File: config.mk
export PLATFORM = sky130hd
export DESIGN_NAME = lfu_cache_lookup_replace
export DESIGN_NICKNAME = d
export VERILOG_FILES = /design/src/rtl/core/lfu_pkg.sv /design/src/rtl/core/lfu_cache_lookup_replace.sv /design/src/rtl/core/lfu_ctrl.sv /design/src/rtl/core/lfu_dp.sv
export SDC_FILE = /design/constraint.sdc
export NUM_CORES = 2
export LEC_CHECK = 0
export ABC_AREA = 1
export BUFFER_PORTS_ARGS = -buffer_cell sky130_fd_sc_hd__clkbuf_2
export CELL_PAD_IN_SITES_DETAIL_PLACEMENT = 1
export CELL_PAD_IN_SITES_GLOBAL_PLACEMENT = 1
export CORE_UTILIZATION = 40
export DETAILED_ROUTE_END_ITERATION = 12
export MAX_ROUTING_LAYER = met4
export PLACE_DENSITY_LB_ADDON = 0.05
export SETUP_SLACK_MARGIN = 0.4
export SLEW_MARGIN = 20
export SYNTH_ARGS = -nofsm -noshare
export SYNTH_HDL_FRONTEND = slang
export SYNTH_SLANG_ARGS = --single-unit
File: constraint.sdc
create_clock -name clock -period 8.8 [get_ports clock]
set_input_delay 0.44 -clock clock [delete_from_list [all_inputs] [get_ports clock]]
set_output_delay 0.44 -clock clock [all_outputs]
set_load 0.02 [all_outputs]
File: src/rtl/core/lfu_pkg.sv
// ----------------------------------------------------------------------------
// LFU cache package
// Shared types and constants for the LFU cache.
// ----------------------------------------------------------------------------
`timescale 1ns / 1ps
`default_nettype none
package lfu_pkg;
   localparam logic REQ_GET = 1'b0;
   localparam logic REQ_PUT = 1'b1;
   localparam int   CAP_BITS = 5;
   localparam logic [CAP_BITS-1:0] CAP_RESET = 5'd16;

   typedef struct packed {
      logic load;    // capture request, start match
      logic update;  // apply table update
   } lfu_cmd_type;

   typedef struct packed {
      logic done;
   } lfu_sts_type;
endpackage
`default_nettype wire

File: src/rtl/core/lfu_cache_lookup_replace.sv
// Result valid is raised after accept, once the match and update states have passed.
// A new request is accepted only in idle, so the next request waits for the
// table update of the previous one and for its response to be taken.
// Reset: synchronous, clears the cache to empty and capacity to 16.
// ----------------------------------------------------------------------------
// LFU cache top level
// Key-value cache with least-frequently-used replacement.
// ----------------------------------------------------------------------------
`timescale 1ns / 1ps
`default_nettype none
module lfu_cache_lookup_replace #(
   parameter int ENTRIES    = 16,
   parameter int COUNT_BITS = 16
) (
   input  wire logic        clock,
   input  wire logic        reset,
   input  wire logic        csr_write_enable,
   input  wire logic [4:0]  csr_write_data,
   input  wire logic        req_valid,
   output logic             req_ready,
   input  wire logic        req_type,
   input  wire logic [31:0] req_lookup_key,
   input  wire logic [31:0] req_write_value,
   output logic             rsp_valid,
   input  wire logic        rsp_ready,
   output logic             rsp_hit,
   output logic [31:0]      rsp_read_value
);
   import lfu_pkg::*;

   lfu_cmd_type cmd;

   lfu_ctrl u_ctrl (
      .clock, .reset, .req_valid, .req_ready, .rsp_valid, .rsp_ready, .cmd
   );

   lfu_dp #(.ENTRIES(ENTRIES), .COUNT_BITS(COUNT_BITS)) u_dp (
      .clock, .reset, .cmd, .csr_write_enable, .csr_write_data,
      .req_type, .req_lookup_key, .req_write_value, .rsp_hit, .rsp_read_value
   );
endmodule
`default_nettype wire

File: src/rtl/core/lfu_ctrl.sv
// ----------------------------------------------------------------------------
// LFU cache controller
// Sequences match, victim select and update; owns the handshakes.
// ----------------------------------------------------------------------------
`timescale 1ns / 1ps
`default_nettype none
module lfu_ctrl (
   input  wire logic               clock,
   input  wire logic               reset,
   input  wire logic               req_valid,
   output logic                    req_ready,
   output logic                    rsp_valid,
   input  wire logic               rsp_ready,
   output lfu_pkg::lfu_cmd_type    cmd
);
   import lfu_pkg::*;

   typedef enum logic [1:0] {S_IDLE, S_MATCH, S_UPDATE, S_RESP} state_type;

   state_type state_ff;
   logic      rsp_valid_ff;

   always_ff @(posedge clock) begin
      if (reset) begin
         state_ff     <= S_IDLE;
         rsp_valid_ff <= 1'b0;
      end else begin
         unique case (state_ff)
            S_IDLE: begin
               if (req_valid) state_ff <= S_MATCH;
            end
            S_MATCH:  state_ff <= S_UPDATE;
            S_UPDATE: begin
               state_ff     <= S_RESP;
               rsp_valid_ff <= 1'b1;
            end
            S_RESP: begin
               if (rsp_ready) begin
                  rsp_valid_ff <= 1'b0;
                  state_ff     <= S_IDLE;
               end
            end
            default: state_ff <= S_IDLE;
         endcase
      end
   end

   assign req_ready  = (state_ff == S_IDLE);
   assign rsp_valid  = rsp_valid_ff;
   assign cmd.load   = req_valid && (state_ff == S_IDLE);
   assign cmd.update = (state_ff == S_UPDATE);
endmodule
`default_nettype wire

File: src/rtl/core/lfu_dp.sv
// ----------------------------------------------------------------------------
// LFU cache datapath
// Entry table, parallel key match, registered victim tree, table update.
// ----------------------------------------------------------------------------
`timescale 1ns / 1ps
`default_nettype none
module lfu_dp #(
   parameter int ENTRIES    = 16,
   parameter int COUNT_BITS = 16
) (
   input  wire logic                     clock,
   input  wire logic                     reset,
   input  wire lfu_pkg::lfu_cmd_type     cmd,
   input  wire logic                     csr_write_enable,
   input  wire logic [4:0]               csr_write_data,
   input  wire logic                     req_type,
   input  wire logic [31:0]              req_lookup_key,
   input  wire logic [31:0]              req_write_value,
   output logic                          rsp_hit,
   output logic [31:0]                   rsp_read_value
);
   import lfu_pkg::*;

   localparam int IB = (ENTRIES > 1) ? $clog2(ENTRIES) : 1;
   localparam int OB = $clog2(ENTRIES + 1);
   localparam int TN = 1 << IB;
   localparam logic [COUNT_BITS-1:0] CMAX = '1;

   logic [CAP_BITS-1:0]   cap_ff;
   logic [ENTRIES-1:0]    valid_ff;
   logic [31:0]           key_ff   [ENTRIES];
   logic [31:0]           value_ff [ENTRIES];
   logic [COUNT_BITS-1:0] cnt_ff   [ENTRIES];
   logic [IB-1:0]         rank_ff  [ENTRIES];
   logic [OB-1:0]         occ_ff;

   logic                  put_ff;
   logic [31:0]           rkey_ff, rval_ff;
   logic                  hit_ff;
   logic [IB-1:0]         hidx_ff;
   logic                  vfound_ff;
   logic [IB-1:0]         vidx_ff;
   logic                  ffound_ff;
   logic [IB-1:0]         fidx_ff;
   logic                  hit_out_ff;
   logic [31:0]           rdata_ff;

   // match and free slot search
   logic                  hit_in;
   logic [IB-1:0]         hidx_in;
   logic                  ffound_in;
   logic [IB-1:0]         fidx_in;
   logic                  vfound_in;
   logic [IB-1:0]         vidx_in;

   always_comb begin
      hit_in = 1'b0; hidx_in = '0;
      ffound_in = 1'b0; fidx_in = '0;
      for (int j = 0; j < ENTRIES; j++) begin
         if (!hit_in && valid_ff[j] && key_ff[j] == req_lookup_key) begin
            hit_in = 1'b1; hidx_in = IB'(j);
         end
         if (!ffound_in && !valid_ff[j]) begin
            ffound_in = 1'b1; fidx_in = IB'(j);
         end
      end
   end

   // victim tree: lowest count, then highest rank
   logic                  tv [2*TN];
   logic [COUNT_BITS-1:0] tc [2*TN];
   logic [IB-1:0]         tr [2*TN];
   logic [IB-1:0]         ti [2*TN];

   always_comb begin
      for (int n = 0; n < 2*TN; n++) begin
         tv[n] = 1'b0; tc[n] = '0; tr[n] = '0; ti[n] = '0;
      end
      for (int j = 0; j < ENTRIES; j++) begin
         tv[TN+j] = valid_ff[j];
         tc[TN+j] = cnt_ff[j];
         tr[TN+j] = rank_ff[j];
         ti[TN+j] = IB'(j);
      end
      for (int n = TN-1; n > 0; n--) begin
         if (tv[2*n+1] && (!tv[2*n] || tc[2*n+1] < tc[2*n] ||
             (tc[2*n+1] == tc[2*n] && tr[2*n+1] > tr[2*n]))) begin
            tv[n] = tv[2*n+1]; tc[n] = tc[2*n+1]; tr[n] = tr[2*n+1]; ti[n] = ti[2*n+1];
         end else begin
            tv[n] = tv[2*n]; tc[n] = tc[2*n]; tr[n] = tr[2*n]; ti[n] = ti[2*n];
         end
      end
      vfound_in = tv[1];
      vidx_in   = ti[1];
   end

   logic [CAP_BITS-1:0] ecap;
   always_comb begin
      ecap = (cap_ff == '0) ? CAP_BITS'(1) : cap_ff;
      if (32'(ecap) > ENTRIES) ecap = CAP_BITS'(ENTRIES);
   end

   always_ff @(posedge clock) begin
      if (cmd.load) begin
         put_ff    <= req_type;
         rkey_ff   <= req_lookup_key;
         rval_ff   <= req_write_value;
         hit_ff    <= hit_in;
         hidx_ff   <= hidx_in;
         ffound_ff <= ffound_in;
         fidx_ff   <= fidx_in;
         vfound_ff <= vfound_in;
         vidx_ff   <= vidx_in;
      end
   end

   logic          evict;
   logic [IB-1:0] slot;
   logic          ins;
   always_comb begin
      evict = vfound_ff && ((32'(occ_ff) >= 32'(ecap)) || !ffound_ff);
      slot  = evict ? vidx_ff : fidx_ff;
      ins   = !hit_ff && (put_ff == REQ_PUT) && (evict || ffound_ff);
   end

   always_ff @(posedge clock) begin
      if (reset) begin
         cap_ff   <= CAP_RESET;
         valid_ff <= '0;
         occ_ff   <= '0;
      end else begin
         if (csr_write_enable) cap_ff <= csr_write_data;
         if (cmd.update) begin
            if (hit_ff) begin
               for (int j = 0; j < ENTRIES; j++)
                  if (IB'(j) != hidx_ff && valid_ff[j] && rank_ff[j] < rank_ff[hidx_ff])
                     rank_ff[j] <= rank_ff[j] + 1'b1;
               rank_ff[hidx_ff] <= '0;
               if (cnt_ff[hidx_ff] != CMAX) cnt_ff[hidx_ff] <= cnt_ff[hidx_ff] + 1'b1;
               if (put_ff == REQ_PUT) value_ff[hidx_ff] <= rval_ff;
            end else if (ins) begin
               for (int j = 0; j < ENTRIES; j++) begin
                  if (valid_ff[j] && IB'(j) != slot) begin
                     if (evict && rank_ff[j] > rank_ff[vidx_ff])
                        rank_ff[j] <= rank_ff[j];
                     else
                        rank_ff[j] <= rank_ff[j] + 1'b1;
                  end
               end
               valid_ff[slot] <= 1'b1;
               key_ff[slot]   <= rkey_ff;
               value_ff[slot] <= rval_ff;
               cnt_ff[slot]   <= COUNT_BITS'(1);
               rank_ff[slot]  <= '0;
               if (!evict) occ_ff <= occ_ff + 1'b1;
            end
         end
      end
   end

   always_ff @(posedge clock) begin
      if (cmd.update) begin
         hit_out_ff <= hit_ff;
         rdata_ff   <= (hit_ff && put_ff == REQ_GET) ? value_ff[hidx_ff] : 32'd0;
      end
   end

   assign rsp_hit        = hit_out_ff;
   assign rsp_read_value = rdata_ff;
endmodule
`default_nettype wire

==> flow_summary.yaml <==
layout:
  area.growth.synth_to_final_pct: 15.0
  multi_input_area_sq_um: 26600
  layout.cells.non_filler: 9549
  fillers: 19415
  postLayoutCoreUtil_pct: 46.4
  seq_area_sq_um: 43800
  layout.nets: 7550
  drive_gt1_share_pct: 10.8
detailed_routing:
  routed-via-count: 55953
  drcViolationCount: 0
  met1Wirelength_microns: 125000
  antenna_left: 0
  drtIter0Drc: 5197
  routedWlPerCell_microns: 29.8
  dr.pass1.iters: 6
  met2_length_microns: 137000
  viasPerCell: 5.86
  wirelength_microns: 285000
  topRoutingLayerUsed: "met4"
  dr_wl_met3_microns: 14100
yosys:
  syn_area_per_cell_sq_um: 10.9
  synth_top_area_cell: "edfxtp_1"
  synthArstFlopShare_pct: 0
  yosysTopAreaCellShare_pct: 57.2
  ys_ff_latch: 1490
  syn-num-nets: 7235
  synth_common_cells: "edfxtp_1 (1393), nand2_1 (1326), inv_1 (533)"
  synth-main-ff-cell: "edfxtp_1"
  synth-seq-area-share_pct: 59.9
  post_synth_num_cell_types: 64
  synthCells: 6722
  synth_warnings: 0
  synth.cell_area_sq_um: 73100
  synth_edf_count: 1393
  synthTopCellsByArea: "edfxtp_1 (57%), ha_1 (7.5%), nand2_1 (6.8%)"
  synth.most_common_cell: "edfxtp_1"
timing:
  fin_skew_ns: 0.0384
  whs_ns: 0.0683
  finalCritPeriodShare_pct: 91.3
  fmax_mhz: 125
  worst_slack_ns: 0.770
  worst_pin_slew_ns: 1.21
  setup_violations: 0
  hold_viol: 0
  final.min_clock_period_ns: 8.03
  rsz0062_at_grt: "false"
  max-slew-margin-rel_pct: 19.4
  maxSlewViolCount: 0
clock_network:
  cts_made_buffers: 169
  tritoncts: "yes"
  clock_latency_ns: 0.86
  clock_path_buffers: 3
  htree_levels: 4
  clk_pin_slew_ns: 0.06
  clock-sinks: 1490
  root_buffer: "clkbuf_16"
worst_setup_path:
  crit_fanout: 18
  r2r_slack_ns: 0.77
  slowest_stage: "o21ai_1"
  path_class: "reg2reg"
  worstSetupStartpointType: "flip-flop"
  crit_top_cell: "nand2_1"
  path_delay_family: "compound AO/OA/AOI/OAI gates"
  crit_buf_inv: 7
  arrival_ns: 8.61
  critical_path.max_stage_delay_ns: 0.43
  end_kind: "flip-flop"
  cp.required_ns: 9.38
floorplanning:
  start_util_pct: 40.4
  pin_count: 110
  die-area_sq_um: 185000
  die-width_microns: 430
  die_h_microns: 430
  num_rows: 156
  core_area_sq_um: 181000
run_status:
  outcome: "completed"
placement:
  dpl_worst_slack_ns: -0.698
  dp_hpwl_microns: 189000
  placedCellCount: 9157
  numPortBuffers: 109
  gp_congestion: 0.936
run:
  maxCapViolations: 0
power:
  power.leakage_nw: 31.7
  ir_drop_mv: 0.232
  powerDensity_nw_per_um2: 239
hold_path:
  hp-class: "in2reg"
grt:
  grt_overflow_total: 0
  antenna_found_initial: 14
  grt_max_degree: 140
  grt_usage_pct: 31.1
  first_global_vias: 56263
  grt_pass1_wl_microns: 403000
==> registers in the layout, summed over array words and instances (netlist names), 2 cells and up, named ones only <==
register             count
u_dp.valid_ff           16
u_dp.vidx_ff             4
u_dp.fidx_ff             4
u_dp.hidx_ff             4
u_dp.value_ff          512
u_dp.cap_ff              5
u_dp.occ_ff              5
u_ctrl.state_ff          2
u_dp.rank_ff            64
u_dp.rsp_read_value     32
u_dp.key_ff            512
u_dp.rval_ff            32
u_dp.cnt_ff            256
u_dp.rkey_ff            32
==> worst paths after layout <==
check                                     from                            to  cells past startpoint
setup / recovery  u_dp.cnt_ff[15][3]$_DFFE_PP_     u_dp.vidx_ff[0]$_DFFE_PP_                     42
hold / removal              req_lookup_key[23]    u_dp.rkey_ff[23]$_DFFE_PP_                      1
setup reg to reg  u_dp.cnt_ff[15][3]$_DFFE_PP_     u_dp.vidx_ff[0]$_DFFE_PP_                     42
hold reg to reg     u_dp.rkey_ff[21]$_DFFE_PP_  u_dp.key_ff[2][21]$_DFFE_PP_                      0
==> cells in the final DEF (no fill, tap or decap), drive strengths merged, types with 86 or more instances in the layout <==
master  netlist  routed
edfxtp     1393    1393
nand2      1331    1331
o21ai       573     573
inv         541     546
ha          438     438
nor2        377     377
clkbuf      158     330
a21oi       324     324
a22oi       264     264
buf         111     250
nand3       221     221
o22ai       220     220
xnor2       124     124
dfxtp        97      97
nand4        87      87
clkinv       10      86
==> area by class of cell <==
| class | instances | area share, % |
|---|---|---|
| sequential | 1490 | 52.1 |
| multi-input combinational | 4412 | 31.6 |
| clock buffer | 217 | 5.47 |
| timing repair buffer | 413 | 3.81 |
| tap | 2370 | 3.53 |
| inverter | 551 | 2.48 |
| clock inverter | 94 | 0.985 |
| antenna | 2 | 0.00595 |
==> per-layer routing <==
metal	global-route usage, %	vias up
met4	9.22	0
met5	-	-
met1	41.5	28855
li1	-	25085
met3	3.19	383
met2	50.3	1630
==> timing repair <==
item                                    4_1_cts  5_1_grt
gates cloned                                  0        3
endpoints found under the hold margin        41        0
pin swaps                                     1       14
buffers inserted                              1       23
endpoints found under the setup margin        8        8
resized for setup                            28      106
hold buffers                                 50        0
==> worst reg2reg max path: cells and delay by family (launching register included) <==
family	cells	cell delay [ns]
compound gates	13	2.76
simple gates	18	2.13
buf+inv	7	1.08
fa+ha+maj	4	1.35
flops	1	0.42
==> through the flow <==
| step | power, mW | cell area [sq um] | setup TNS (ns) |
|---|---|---|---|
| floorplan | 11.0 | 73100 | 0 |
| global placement | 13.0 | 77500 | -4.96 |
| detailed placement | 13.1 | 77500 | -4.59 |
| CTS | 20.1 | 83500 | 0 |
| global route | 20.7 | 84100 | 0 |
| finish | 20.1 | 84100 | 0 |
==> where the power goes <==
group / total, mW / switching, mW / internal (mW) / leakage [nW]
registers: 8.87 / 0.356 / 8.52 / 13.3
clock network: 7.04 / 3.07 / 3.98 / 2.67
logic: 4.15 / 3.14 / 1.01 / 15.7
==> kinds of logic (layout without fill, tap and decap cells) <==
family,count (synthesis),in the layout,synth area share (%)
other,0,2,0
buffers and inverters,820,1275,4.53
xor gates and xnor gates,206,206,2.47
adders and majority gates,438,438,7.49
and+or+nand+nor,2142,2142,12.1
AOI/OAI and AO/OA,1626,1626,13.5
DFF,1490,1490,59.9
No activity file was read; power rests on OpenSTA's default activity.
